===== src/rtl/core/stku_pkg.sv =====
// Shared types and constants for the satellite table keyed update block.
// Used by stku_cell, stku_chain and satellite_table_keyed_update.
`default_nettype none

package stku_pkg;

    localparam int TBL_DEPTH   = 32;
    localparam int TBL_AW      = $clog2(TBL_DEPTH);
    localparam int TBL_CW      = $clog2(TBL_DEPTH + 1);
    localparam int OUT_CW      = 6;
    localparam int TIMER_W     = 16;
    localparam logic [TIMER_W-1:0] TIMER_MAX       = '1;
    localparam logic [TIMER_W-1:0] DEFAULT_TIMEOUT = 16'd15000;

    typedef enum logic [1:0] {
        CMD_REPORT = 2'd0,
        CMD_DONE   = 2'd1,
        CMD_TICK   = 2'd2,
        CMD_READ   = 2'd3
    } t_cmd;

    // Bit layout matches the stored word: sat_number in the low bits.
    typedef struct packed {
        logic [6:0] sig;
        logic [8:0] az;
        logic [6:0] el;
        logic [1:0] sys;
        logic [7:0] sat;
    } t_entry;

    // Query token that walks the chain of cells.
    typedef struct packed {
        logic              vld;
        t_cmd              cmd;
        t_entry            ent;
        logic [4:0]        idx;
        logic [TBL_CW-1:0] pos;
        logic              found;
        logic              app;
        logic              rvld;
        t_entry            rd;
    } t_stk;

endpackage

`default_nettype wire


===== src/rtl/core/satellite_table_keyed_update.sv =====
// Top level of the satellite table: input/output stages, counts and timer.
// Depends on stku_pkg and stku_chain (which holds the stku_cell row).
//
//  channel  | direction | tuser            | tdata
//  ---------+-----------+------------------+----------------------------------------
//  s (in)   | item in   | command          | sat, sys, elev, azim, signal, entry_index
//  m (out)  | item out  | read_valid       | counts, read entry fields, report_dropped
//  cfg      | write     | -                | silence_timeout_ms
//
// A report or read item goes from the head register through the row of
// TBL_DEPTH cells, one cell per cycle, into the finished register and then the
// output register. Message-complete and tick items skip the row of cells.
// One item is in work at a time; the next is accepted once the previous has
// moved into the output register, even while that result waits to be taken.
// Reset (synchronous, active low) empties the table, zeroes the timer and
// loads the default timeout. Entry contents are left unreset.
`default_nettype none

module satellite_table_keyed_update
    import stku_pkg::*;
(
    input  wire logic        i_clk,
    input  wire logic        i_rst_n,
    // slave item channel
    input  wire logic        i_s_tvalid,
    output logic             o_s_tready,
    input  wire logic [39:0] i_s_tdata,   // sat_number[7:0], system_id[9:8],
                                          // elevation_deg[16:10], azimuth_deg[25:17],
                                          // signal_db[32:26], entry_index[37:33]
    input  wire logic [1:0]  i_s_tuser,   // command[1:0]
    // master item channel
    output logic             o_m_tvalid,
    input  wire logic        i_m_tready,
    output logic [63:0]      o_m_tdata,   // entry_count[5:0], count_gps[11:6],
                                          // count_glonass[17:12], count_beidou[23:18],
                                          // count_qzss[29:24], read_sat_number[37:30],
                                          // read_system_id[39:38], read_elevation[46:40],
                                          // read_azimuth[55:47], read_signal[62:56],
                                          // report_dropped[63]
    output logic [0:0]       o_m_tuser,   // read_valid[0]
    // configuration
    input  wire logic        i_cfg_we,
    input  wire logic [15:0] i_cfg_wdata  // silence_timeout_ms
);

    // ---- state ----
    logic               r_busy;       // token walking the cell row
    t_stk               r_head;       // token register feeding cell 0
    t_stk               r_fin;        // finished item waiting to retire
    logic [TBL_CW-1:0]  r_count;
    logic [TBL_CW-1:0]  r_cnt_sys [0:3];
    logic [TIMER_W-1:0] r_elapsed;
    logic [TIMER_W-1:0] r_timeout;
    logic               r_m_valid;
    logic [63:0]        r_m_data;
    logic [0:0]         r_m_user;

    t_stk               w_exit;
    t_stk               w_new;
    logic               w_accept;
    logic               w_chain_cmd;
    logic               w_retire;

    // next-state values computed at retire
    logic [TBL_CW-1:0]  n_count;
    logic [TBL_CW-1:0]  n_cnt_sys [0:3];
    logic [TIMER_W-1:0] n_elapsed;
    logic               n_dropped;
    logic [TIMER_W-1:0] w_tick_val;

    // ---- input stage ----
    // Take a new item only with the row empty and no finished item held.
    assign o_s_tready  = !r_busy && !r_fin.vld;
    assign w_accept    = i_s_tvalid && o_s_tready;
    assign w_chain_cmd = (t_cmd'(i_s_tuser) == CMD_REPORT) || (t_cmd'(i_s_tuser) == CMD_READ);

    always_comb begin
        w_new.vld   = 1'b1;
        w_new.cmd   = t_cmd'(i_s_tuser);
        w_new.ent   = t_entry'(i_s_tdata[32:0]);
        w_new.idx   = i_s_tdata[37:33];
        w_new.pos   = '0;
        w_new.found = 1'b0;
        w_new.app   = 1'b0;
        w_new.rvld  = 1'b0;
        w_new.rd    = '0;
    end

    stku_chain u_chain (
        .i_clk   (i_clk),
        .i_rst_n (i_rst_n),
        .i_tok   (r_head),
        .i_count (r_count),
        .o_tok   (w_exit)
    );

    // ---- retire: apply counts and timer, fill the output register ----
    assign w_retire   = r_fin.vld && (!r_m_valid || i_m_tready);
    assign w_tick_val = (r_elapsed < TIMER_MAX) ? r_elapsed + TIMER_W'(1) : r_elapsed;

    always_comb begin
        n_count   = r_count;
        n_cnt_sys = r_cnt_sys;
        n_elapsed = r_elapsed;
        n_dropped = 1'b0;
        unique case (r_fin.cmd)
            CMD_REPORT: begin
                if (r_fin.app) begin
                    n_count = r_count + TBL_CW'(1);
                    n_cnt_sys[r_fin.ent.sys] = r_cnt_sys[r_fin.ent.sys] + TBL_CW'(1);
                end
                // New key and no free cell: drop the report
                n_dropped = !r_fin.found && !r_fin.app;
            end
            CMD_DONE: begin
                n_elapsed = '0;
            end
            CMD_TICK: begin
                n_elapsed = w_tick_val;
                // Silence timeout: empty the table, keep the timer running
                if (w_tick_val > r_timeout) begin
                    n_count   = '0;
                    n_cnt_sys = '{default: '0};
                end
            end
            CMD_READ: begin
                n_count = r_count;
            end
            default: begin
                n_count = r_count;
            end
        endcase
    end

    // ---- control registers ----
    always_ff @(posedge i_clk) begin
        if (!i_rst_n) begin
            r_busy     <= 1'b0;
            r_count    <= '0;
            r_cnt_sys  <= '{default: '0};
            r_elapsed  <= '0;
            r_timeout  <= DEFAULT_TIMEOUT;
            r_m_valid  <= 1'b0;
        end else begin
            if (i_cfg_we) begin
                r_timeout <= i_cfg_wdata;
            end
            if (w_accept && w_chain_cmd) begin
                r_busy <= 1'b1;
            end else if (w_exit.vld) begin
                r_busy <= 1'b0;
            end
            if (w_retire) begin
                r_count   <= n_count;
                r_cnt_sys <= n_cnt_sys;
                r_elapsed <= n_elapsed;
                r_m_valid <= 1'b1;
            end else if (i_m_tready) begin
                r_m_valid <= 1'b0;
            end
        end
    end

    // ---- token registers ----
    always_ff @(posedge i_clk) begin
        // Launch search items into the row; the head holds a token for one cycle
        r_head.vld <= w_accept && w_chain_cmd;
        if (w_accept && !w_chain_cmd) begin
            r_fin.vld <= 1'b1;
        end else if (w_exit.vld) begin
            r_fin.vld <= 1'b1;
        end else if (w_retire) begin
            r_fin.vld <= 1'b0;
        end
        if (w_accept) begin
            r_head.cmd   <= w_new.cmd;
            r_head.ent   <= w_new.ent;
            r_head.idx   <= w_new.idx;
            r_head.pos   <= w_new.pos;
            r_head.found <= w_new.found;
            r_head.app   <= w_new.app;
            r_head.rvld  <= w_new.rvld;
            r_head.rd    <= w_new.rd;
        end
        if (w_accept && !w_chain_cmd) begin
            r_fin.cmd   <= w_new.cmd;
            r_fin.ent   <= w_new.ent;
            r_fin.idx   <= w_new.idx;
            r_fin.pos   <= w_new.pos;
            r_fin.found <= w_new.found;
            r_fin.app   <= w_new.app;
            r_fin.rvld  <= w_new.rvld;
            r_fin.rd    <= w_new.rd;
        end else if (w_exit.vld) begin
            r_fin.cmd   <= w_exit.cmd;
            r_fin.ent   <= w_exit.ent;
            r_fin.idx   <= w_exit.idx;
            r_fin.pos   <= w_exit.pos;
            r_fin.found <= w_exit.found;
            r_fin.app   <= w_exit.app;
            r_fin.rvld  <= w_exit.rvld;
            r_fin.rd    <= w_exit.rd;
        end
        // Reset clears only the valid bits; the payload follows them
        if (!i_rst_n) begin
            r_head.vld <= 1'b0;
            r_fin.vld  <= 1'b0;
        end
    end

    // ---- output payload ----
    always_ff @(posedge i_clk) begin
        if (w_retire) begin
            r_m_data <= {n_dropped, r_fin.rd,
                         OUT_CW'(n_cnt_sys[3]), OUT_CW'(n_cnt_sys[2]),
                         OUT_CW'(n_cnt_sys[1]), OUT_CW'(n_cnt_sys[0]),
                         OUT_CW'(n_count)};
            r_m_user <= r_fin.rvld;
        end
    end

    assign o_m_tvalid = r_m_valid;
    assign o_m_tdata  = r_m_data;
    assign o_m_tuser  = r_m_user;

    // ---- assertions ----
    a_count_bound: assert property (@(posedge i_clk) disable iff (!i_rst_n)
        r_count <= TBL_CW'(TBL_DEPTH))
        else $error("entry count above table depth");

    a_count_sum: assert property (@(posedge i_clk) disable iff (!i_rst_n)
        ((TBL_CW+2)'(r_cnt_sys[0]) + (TBL_CW+2)'(r_cnt_sys[1])
         + (TBL_CW+2)'(r_cnt_sys[2]) + (TBL_CW+2)'(r_cnt_sys[3]))
        == (TBL_CW+2)'(r_count))
        else $error("per-system counts disagree with entry count");

    a_exit_busy: assert property (@(posedge i_clk) disable iff (!i_rst_n)
        w_exit.vld |-> r_busy && !r_fin.vld)
        else $error("token left the cell row with no search in work");

    a_drop_full: assert property (@(posedge i_clk) disable iff (!i_rst_n)
        (r_m_valid && r_m_data[63]) |-> (r_count == TBL_CW'(TBL_DEPTH)))
        else $error("report dropped with room left in the table");

endmodule

`default_nettype wire


===== src/rtl/core/stku_cell.sv =====
// One table cell: holds a single entry and hands the query token onward.
// Depends on stku_pkg.
`default_nettype none

module stku_cell
    import stku_pkg::*;
(
    input  wire logic              i_clk,
    input  wire logic              i_rst_n,
    input  wire t_stk              i_tok,
    input  wire logic [TBL_CW-1:0] i_count,
    output t_stk                   o_tok
);

    t_entry r_entry;
    t_stk   r_tok;
    t_stk   n_tok;
    logic   w_hit;
    logic   w_app;
    logic   w_rd;

    always_comb begin
        w_hit = i_tok.vld && (i_tok.cmd == CMD_REPORT) && !i_tok.found
                && (i_tok.pos < i_count)
                && (r_entry.sat == i_tok.ent.sat) && (r_entry.sys == i_tok.ent.sys);
        // First free slot: the token has passed every valid entry without a match
        w_app = i_tok.vld && (i_tok.cmd == CMD_REPORT) && !i_tok.found
                && (i_tok.pos == i_count);
        w_rd  = i_tok.vld && (i_tok.cmd == CMD_READ) && (i_tok.pos < i_count)
                && (i_tok.pos == TBL_CW'(i_tok.idx));
        n_tok       = i_tok;
        n_tok.pos   = i_tok.pos + TBL_CW'(1);
        n_tok.found = i_tok.found | w_hit;
        n_tok.app   = i_tok.app | w_app;
        if (w_rd) begin
            n_tok.rvld = 1'b1;
            n_tok.rd   = r_entry;
        end
    end

    always_ff @(posedge i_clk) begin
        if (w_hit || w_app) begin
            r_entry <= i_tok.ent;
        end
    end

    // Advance the token every cycle; reset clears only its valid bit.
    always_ff @(posedge i_clk) begin
        r_tok <= n_tok;
        if (!i_rst_n) begin
            r_tok.vld <= 1'b0;
        end
    end

    assign o_tok = r_tok;

endmodule

`default_nettype wire


===== src/rtl/core/stku_chain.sv =====
// Row of TBL_DEPTH table cells; the token enters cell 0 and leaves the last.
// Depends on stku_pkg and stku_cell.
`default_nettype none

module stku_chain
    import stku_pkg::*;
(
    input  wire logic              i_clk,
    input  wire logic              i_rst_n,
    input  wire t_stk              i_tok,
    input  wire logic [TBL_CW-1:0] i_count,
    output t_stk                   o_tok
);

    t_stk w_tok [0:TBL_DEPTH];

    assign w_tok[0] = i_tok;

    for (genvar g = 0; g < TBL_DEPTH; g++) begin : g_cell
        stku_cell u_cell (
            .i_clk   (i_clk),
            .i_rst_n (i_rst_n),
            .i_tok   (w_tok[g]),
            .i_count (i_count),
            .o_tok   (w_tok[g+1])
        );
    end

    assign o_tok = w_tok[TBL_DEPTH];

endmodule

`default_nettype wire


===== config.mk =====
export PLATFORM = sky130hd
export DESIGN_NAME = satellite_table_keyed_update
export DESIGN_NICKNAME = d
export VERILOG_FILES = /design/src/rtl/core/stku_pkg.sv /design/src/rtl/core/satellite_table_keyed_update.sv /design/src/rtl/core/stku_cell.sv /design/src/rtl/core/stku_chain.sv
export SDC_FILE = /design/constraint.sdc
export NUM_CORES = 2
export LEC_CHECK = 0
export BUFFER_PORTS_ARGS = -buffer_cell sky130_fd_sc_hd__buf_2
export CAP_MARGIN = 10
export CORE_MARGIN = 2
export CORE_UTILIZATION = 50
export DETAILED_ROUTE_END_ITERATION = 6
export GPL_TIMING_DRIVEN = 1
export HOLD_SLACK_MARGIN = 0.15
export PLACE_DENSITY_LB_ADDON = 0.05
export SETUP_SLACK_MARGIN = 0.15
export SYNTH_ARGS = -nofsm -noshare
export SYNTH_HDL_FRONTEND = slang
export SYNTH_SLANG_ARGS = --single-unit

===== constraint.sdc =====
create_clock -name i_clk -period 3.7 [get_ports i_clk]
set_input_delay 0.185 -clock i_clk [delete_from_list [all_inputs] [get_ports i_clk]]
set_output_delay 0.185 -clock i_clk [all_outputs]
set_load 0.01 [all_outputs]

# --- Yosys cells after proc, flatten, opt, wreduce, memory -nomap -nowiden ---
# Cells that the tools add are included.
classes:
  n_mux: 54
  reduce_logical: 407
  order_cmp: 36
  bitwise: 63
  n_addsub: 3
  eq_ne: 161
ops:
  columns: ["operator", "n"]
  rows:
  - ["$mux W33", 31]
  - ["$logic_and A1 B1 Y1", 294]
  - ["$eq A8 B8 Y1", 32]
  - ["$mux W82", 2]
  - ["$eq A5 B6 Y1 const A", 16]
  - ["$lt A5 B6 Y1 const A", 16]
  - ["$eq A5 B5 Y1 const A", 16]
  - ["$eq A2 B2 Y1 const B", 34]
  - ["$logic_not A2 Y1", 34]
  - ["$eq A2 B2 Y1", 32]
  - ["$or A1 B1 Y1", 62]
  - ["$eq A4 B6 Y1 const A", 8]
  - ["$lt A4 B6 Y1 const A", 8]
  - ["$mux W24", 2]
  - ["$pmux W24 S2", 1]
  - ["$eq A4 B5 Y1 const A", 8]
  - ["$logic_not A1 Y1", 37]
  - ["$logic_or A1 B1 Y1", 34]
  - ["$pmux W16 S2", 1]
  - ["$mux W6", 5]
  - ["$bwmux W24", 1]
  - ["$eq A3 B6 Y1 const A", 4]
  - ["$lt A3 B6 Y1 const A", 4]
  - ["$eq A3 B5 Y1 const A", 4]
  - ["other kinds (24)", 38]
totals:
  word_cells: 1428
  reg_bits: 3732
  inputBits: 63

# --- Depth between registers and ports, before layout ---
depth:
  word_depth: 8
  ltp_mapped: 14
  depth_no_buf: 13

# --- Modules after synthesis ---
# A second synthesis with hierarchy kept.
hier_totals:
  cells_unflattened: 7397
  area_unflattened_um2: 120999.8
by_module_without_submodules:
  columns: ["mod", "instances", "area_each_um2", "cells_per_inst", "seq_area_each_um2"]
  rows:
  - ["stku_cell at u_chain.g_cell[0].u_cell ...", 29, 3507.1, 208, 2652.5]
  - ["satellite_table_keyed_update", 1, 8777.2, 740, 5315.1]
  - ["stku_cell at u_chain.g_cell[9].u_cell", 1, 3510.9, 209, 2652.5]
  - ["stku_cell at u_chain.g_cell[15].u_cell", 1, 3503.4, 208, 2652.5]
  - ["stku_cell at u_chain.g_cell[8].u_cell", 1, 3502.1, 208, 2652.5]

# --- Worst setup path after synthesis ---
# No wires, ideal clock.
synth_path:
  path_kind: "reg2reg"
  start: "register u_chain.g_cell[4].u_cell.r_tok (netlist bit u_chain.g_cell[4].u_cell.o_tok[81])"
  end: "register u_chain.g_cell[5].u_cell.r_entry[0] (netlist bit), enable pin"
  path_stages_with_launch: 3
  n_path_buf: 0
  arrival_ns: 3.509
  setup_slack_ns: -0.282
  required_time_ns: 3.226
  path_cell_list: "dfxtp_1 or4b_2 o31ai_1"
synth_via:
  elab_chain_len: 7
  elab_cells_between_ends: 8
  classes_between: "8 x reduce/logical"
synth_lines:
  columns: ["item", "line_no", "text"]
  rows:
  - ["start: declaration", "stku_cell.sv:16", "t_stk r_tok;"]
  - ["start signal: assignment", "stku_cell.sv:49", "r_tok <= n_tok;"]
  - ["$logic_not A2 Y1 (*)", "stku_cell.sv:23, stku_cell.sv:27", null]
  - ["$logic_and A1 B1 Y1 (*) (2 in series)", "stku_cell.sv:23, stku_cell.sv:27", null]
  - ["$logic_and A1 B1 Y1", "stku_cell.sv:24", "&& (i_tok.pos < i_count)"]
  - ["$logic_and A1 B1 Y1 (2 in series)", "stku_cell.sv:25", "&& (r_entry.sat == i_tok.ent.sat) && (r_entry.sys == i_tok.ent.sys);"]
  - ["$logic_or A1 B1 Y1 (*)", "stku_cell.sv:42", "if (w_hit || w_app) begin"]
  - ["end signal: assignment", "stku_cell.sv:43", "r_entry <= i_tok.ent;"]
  - ["end: declaration", "stku_cell.sv:15", "t_entry r_entry;"]
# Every way passes the cells marked *; elsewhere a longest branch is shown, timed or not.
# A chain may end at the register's enable or synchronous reset.

# --- Worst setup path in the final report ---
layout_path:
  start: "register r_elapsed[1]"
  end: "register r_cnt_sys[11] (netlist bit)"
layout_via:
  elab_chain_len: 5
  elab_cells_between_ends: 6
  classes_between: "1 x add/sub; 2 x order compare; 3 x mux"
layout_lines:
  columns: ["item", "line_no", "text"]
  rows:
  - ["start: declaration", "satellite_table_keyed_update.sv:52", "logic [TIMER_W-1:0] r_elapsed;"]
  - ["start signal: assignment", "satellite_table_keyed_update.sv:156", "r_elapsed <= n_elapsed;"]
  - ["$add A16 B1 Y16 or $lt A16 B16 Y1 (tied branches)", "satellite_table_keyed_update.sv:99", "assign w_tick_val = (r_elapsed < TIMER_MAX) ? r_elapsed + TIMER_W'(1) : r_elapsed;"]
  - ["$mux W16 (*)", "satellite_table_keyed_update.sv:99", null]
  - ["$gt A16 B16 Y1 (*)", "satellite_table_keyed_update.sv:121", "if (w_tick_val > r_timeout) begin"]
  - ["$mux W24 (*)", "satellite_table_keyed_update.sv:121", null]
  - ["$pmux W24 S2 (*)", "satellite_table_keyed_update.sv:106", "unique case (r_fin.cmd)"]
  - ["end signal: assignment", "satellite_table_keyed_update.sv:155", "r_cnt_sys <= n_cnt_sys;"]
  - ["end: declaration", "satellite_table_keyed_update.sv:51", "logic [TBL_CW-1:0] r_cnt_sys [0:3];"]
# Marked as above.

==> impl_metrics.env <==
export IMPL_vias_per_cell=4.774
export IMPL_cts_buffer_depth=4
export IMPL_netlist_instances=6250
export IMPL_cts_root_buf="clkbuf_16"
export IMPL_cts_tree="yes"
export IMPL_ff2ff_path_depth=15
export IMPL_r2r_end="r_cnt_sys[11]"
export IMPL_power_leakage_nw=48.72
export IMPL_required_ps=4530
export IMPL_synth_seq_cells=3695
export IMPL_fin_ws_ps=262.6
export IMPL_r2r_start="r_elapsed[1]"
export IMPL_synth_cell_types=90
export IMPL_clk_pin_slew_ps=60
export IMPL_max_slew_worst_pin_slew_ps=940.4
export IMPL_mostFrequentLayoutCell="dfxtp_1"
export IMPL_min_period_ps=3437
export IMPL_slew_headroom=0.3643
export IMPL_worstHoldPathType="in -> reg"
export IMPL_nNetsFinal=6961
export IMPL_synthTopCellsByArea="dfxtp_1, edfxtp_1, mux2_2, xnor2_1, xor2_1"
export IMPL_multiInputGateArea_sq_um=21460
export IMPL_grt_busiest_layer="met2"
export IMPL_path_buf_inv=4
export IMPL_die_h_um=468.9
export IMPL_drc=0
export IMPL_critPathCapture="r_cnt_sys[11]"
export IMPL_dp_cells=9185
export IMPL_start_util=0.5035
export IMPL_rows=170
export IMPL_path_cells="ha_2, buf_4, nand3_2, or3_4, buf_4, mux2_4, ha_1, nor2b_1, o211ai_1, a21boi_4, buf_4, o31ai_4, buf_4, o221a_2, o2bb2ai_1"
export IMPL_p_int_mw=65.47
export IMPL_slowest_delay_ps=430
export IMPL_r2r_setup_slack_ps=260
export IMPL_grtUsageMet2=0.2743
export IMPL_ant_nets=0
export IMPL_critPathLaunch="r_elapsed[1]"
export IMPL_cpMostUsedCell="buf_4"
export IMPL_grt_pass1_vias=50713
export IMPL_syn_area_per_cell_sq_um=17.29
export IMPL_fin_crit_sh=0.9290
export IMPL_place_ws_ps=2.962
export IMPL_fin_hold_ws_ps=253.1
export IMPL_finClkSkew_ps=58.69
export IMPL_pin_count=130
export IMPL_worst_path_max_delay_cell="or3_4"
export IMPL_async_flop_share=0
export IMPL_synth_nets=6337
export IMPL_power_density_nw_per_um2=640.8
export IMPL_worstSetupPathDepth=15
export IMPL_yosysWarningCount=0
export IMPL_instances_no_fill=10006
export IMPL_clock_sinks=3695
export IMPL_synth_top_area_cell="dfxtp_1"
export IMPL_p_seq_frac=0.540
export IMPL_synth_top_area_frac=0.4687
export IMPL_crit_family="compound AO/OA/AOI/OAI gates"
export IMPL_wl_per_cell_um=18.18
export IMPL_sw_frac_of_total=0.1907
export IMPL_crit_fanout=7
export IMPL_grtUsageMet3=0.02801
export IMPL_drtIter0Drc=2274
export IMPL_gr_total_overflow=0
export IMPL_h_tree_depth=5
export IMPL_path_class="reg -> reg"
export IMPL_vias=47766
export IMPL_switchingPower_mw=15.43
export IMPL_synthToLayoutAreaGrowth_pct=16.82
export IMPL_io_buffers=127
export IMPL_die_w_um=468.9
export IMPL_drv_slew=0
export IMPL_cap_violations=0
export IMPL_cts_made_buffers=369
export IMPL_use_met1=0.2224
export IMPL_syn_area_sq_um=108100
export IMPL_finalWirelength_mm=181.9
export IMPL_critPathArrivalTime_ps=4270
export IMPL_drt_first_pass_iters=7
export IMPL_grt_pass1_wl_mm=286.6
export IMPL_seq_area_frac_synth=0.7924
export IMPL_register_area_sq_um=85640
export IMPL_grt_setup_unrepaired="true"
export IMPL_final_hold_viol_count=0
export IMPL_ys_flop_type="dfxtp_1"
export IMPL_grt_max_degree=50
export IMPL_ir_worst_vdd_mv=0.5090
export IMPL_final_cell_mix="dfxtp_1, edfxtp_1, mux2_2"
export IMPL_max_freq_mhz=290.9
export IMPL_clk_latency_ps=930
export IMPL_dp_hpwl_mm=116.2
export IMPL_cp_start_kind="flip-flop"
export IMPL_status="completed"
export IMPL_routabilityCongestion=0.7807
export IMPL_fillers=16431
export IMPL_p_comb_frac=0.009
export IMPL_grt_total_usage=0.1656
export IMPL_drive_above_1_share=0.2742
export IMPL_end_kind="flip-flop"
export IMPL_setup_viol=0
export IMPL_design_core_area_sq_um=214600
export IMPL_pwr_share_clk=0.451
export IMPL_synth_edf_count=1165
export IMPL_die_area_sq_um=219900
export IMPL_antenna_found_initial=3
==> power by group through the flow <==
stage | registers, mW | clock network [mW] | logic [mW]
2_1_floorplan | 44.3 | 0 | 0.368
3_3_place_gp | 44.5 | 0 | 0.592
3_5_place_dp | 44.6 | 0 | 0.589
4_1_cts | 43.7 | 37.5 | 0.724
5_1_grt | 43.8 | 39.2 | 0.783
6_report | 43.7 | 36.5 | 0.721
==> worst min-delay path, delay by kind of cell <==
| family | cells | cell delay (ps) |
|---|---|---|
| AO/OA/AOI/OAI | 1 | 80 |
| buffers and inverters | 2 | 690 |
| AND/OR/NAND/NOR | 1 | 70 |
==> cells in the mapped netlist, types with 31 or more instances <==
cell type  number
nand4_1        68
mux2_2        991
buf_2          52
inv_1          44
nand2b_1       69
nor2_1        103
or2_2          46
xnor2_1       219
xor2_1        114
buf_6          34
edfxtp_1     1165
nand3_1        63
clkbuf_1       31
nand2_1       102
and2_1         71
mux2_1         34
nor4_1         42
dfxtp_1      2530
mux2i_1        46
==> stage by stage <==
stage          total power [mW]  setup TNS [ps]    util  area [sq um]
2_1_floorplan             44.66               0       -        108100
3_3_place_gp              45.12          -253.1  0.5238        112400
3_5_place_dp              45.16               0  0.5238        112400
4_1_cts                   81.96               0  0.5877        126100
5_1_grt                   83.73               0  0.5882        126200
6_report                  80.89               0  0.5882        126200
==> cell families after synthesis <==
logic type      share of synthesized area
compound gates                    0.01239
buf+inv                           0.01099
flops                              0.7924
simple gates                      0.04151
xor+xnor                          0.02740
mux                                0.1125
fa+ha+maj                        0.002779
==> flip-flops by register name, indices dropped and copies added (netlist names) <==
name,flops
u_chain.g_cell.u_cell.o_tok,2428
u_chain.g_cell.u_cell.r_entry,1056
o_m_tdata,64
r_fin,41
r_head,41
r_cnt_sys,24
r_elapsed,16
r_timeout,16
r_count,6
o_m_tuser,1
o_m_tvalid,1
r_busy,1
==> worst min-delay path by stage <==
| stage | startpoint | endpoint | slack (ps) | cells after the start |
|---|---|---|---|---|
| 2_1_floorplan | i_s_tdata[33] | r_head[42] | 280 | 0 |
| 3_3_place_gp | u_chain.g_cell[5].u_cell.o_tok[61] | u_chain.g_cell[6].u_cell.o_tok[61] | 330 | 0 |
| 4_1_cts | i_s_tuser[1] | r_fin[80] | 150 | 3 |
| 6_report | i_s_tdata[9] | r_fin[56] | 250 | 4 |
| 5_1_grt | i_s_tdata[9] | r_fin[56] | 230 | 4 |
| 3_5_place_dp | u_chain.g_cell[5].u_cell.o_tok[46] | u_chain.g_cell[6].u_cell.o_tok[46] | 330 | 0 |
==> timing repair <==
item,4_1_cts,5_1_grt
gates resized for setup,9,21
endpoints found under the hold margin,193,0
endpoints found under the setup margin,46,59
pin swaps,6,15
hold buffers,151,0
buffers inserted,3,2
==> per-layer routing <==
metal / share of wire / vias to the layer above
met4: 0.026 / 0
li1: - / 23486
met1: 0.47 / 23200
met5: 0 / -
met3: 0.034 / 359
met2: 0.47 / 721
==> cell type report <==
type,instances,share of cell area
Multi-Input combinational cell,2354,0.1700
Clock inverter,125,0.01042
Timing Repair Buffer,405,0.02578
Inverter,49,0.001467
Clock buffer,537,0.08577
Sequential cell,3695,0.6784
Antenna cell,3,0.00005947
Tap cell,2838,0.02813
No activity file was read; power rests on OpenSTA's default activity.
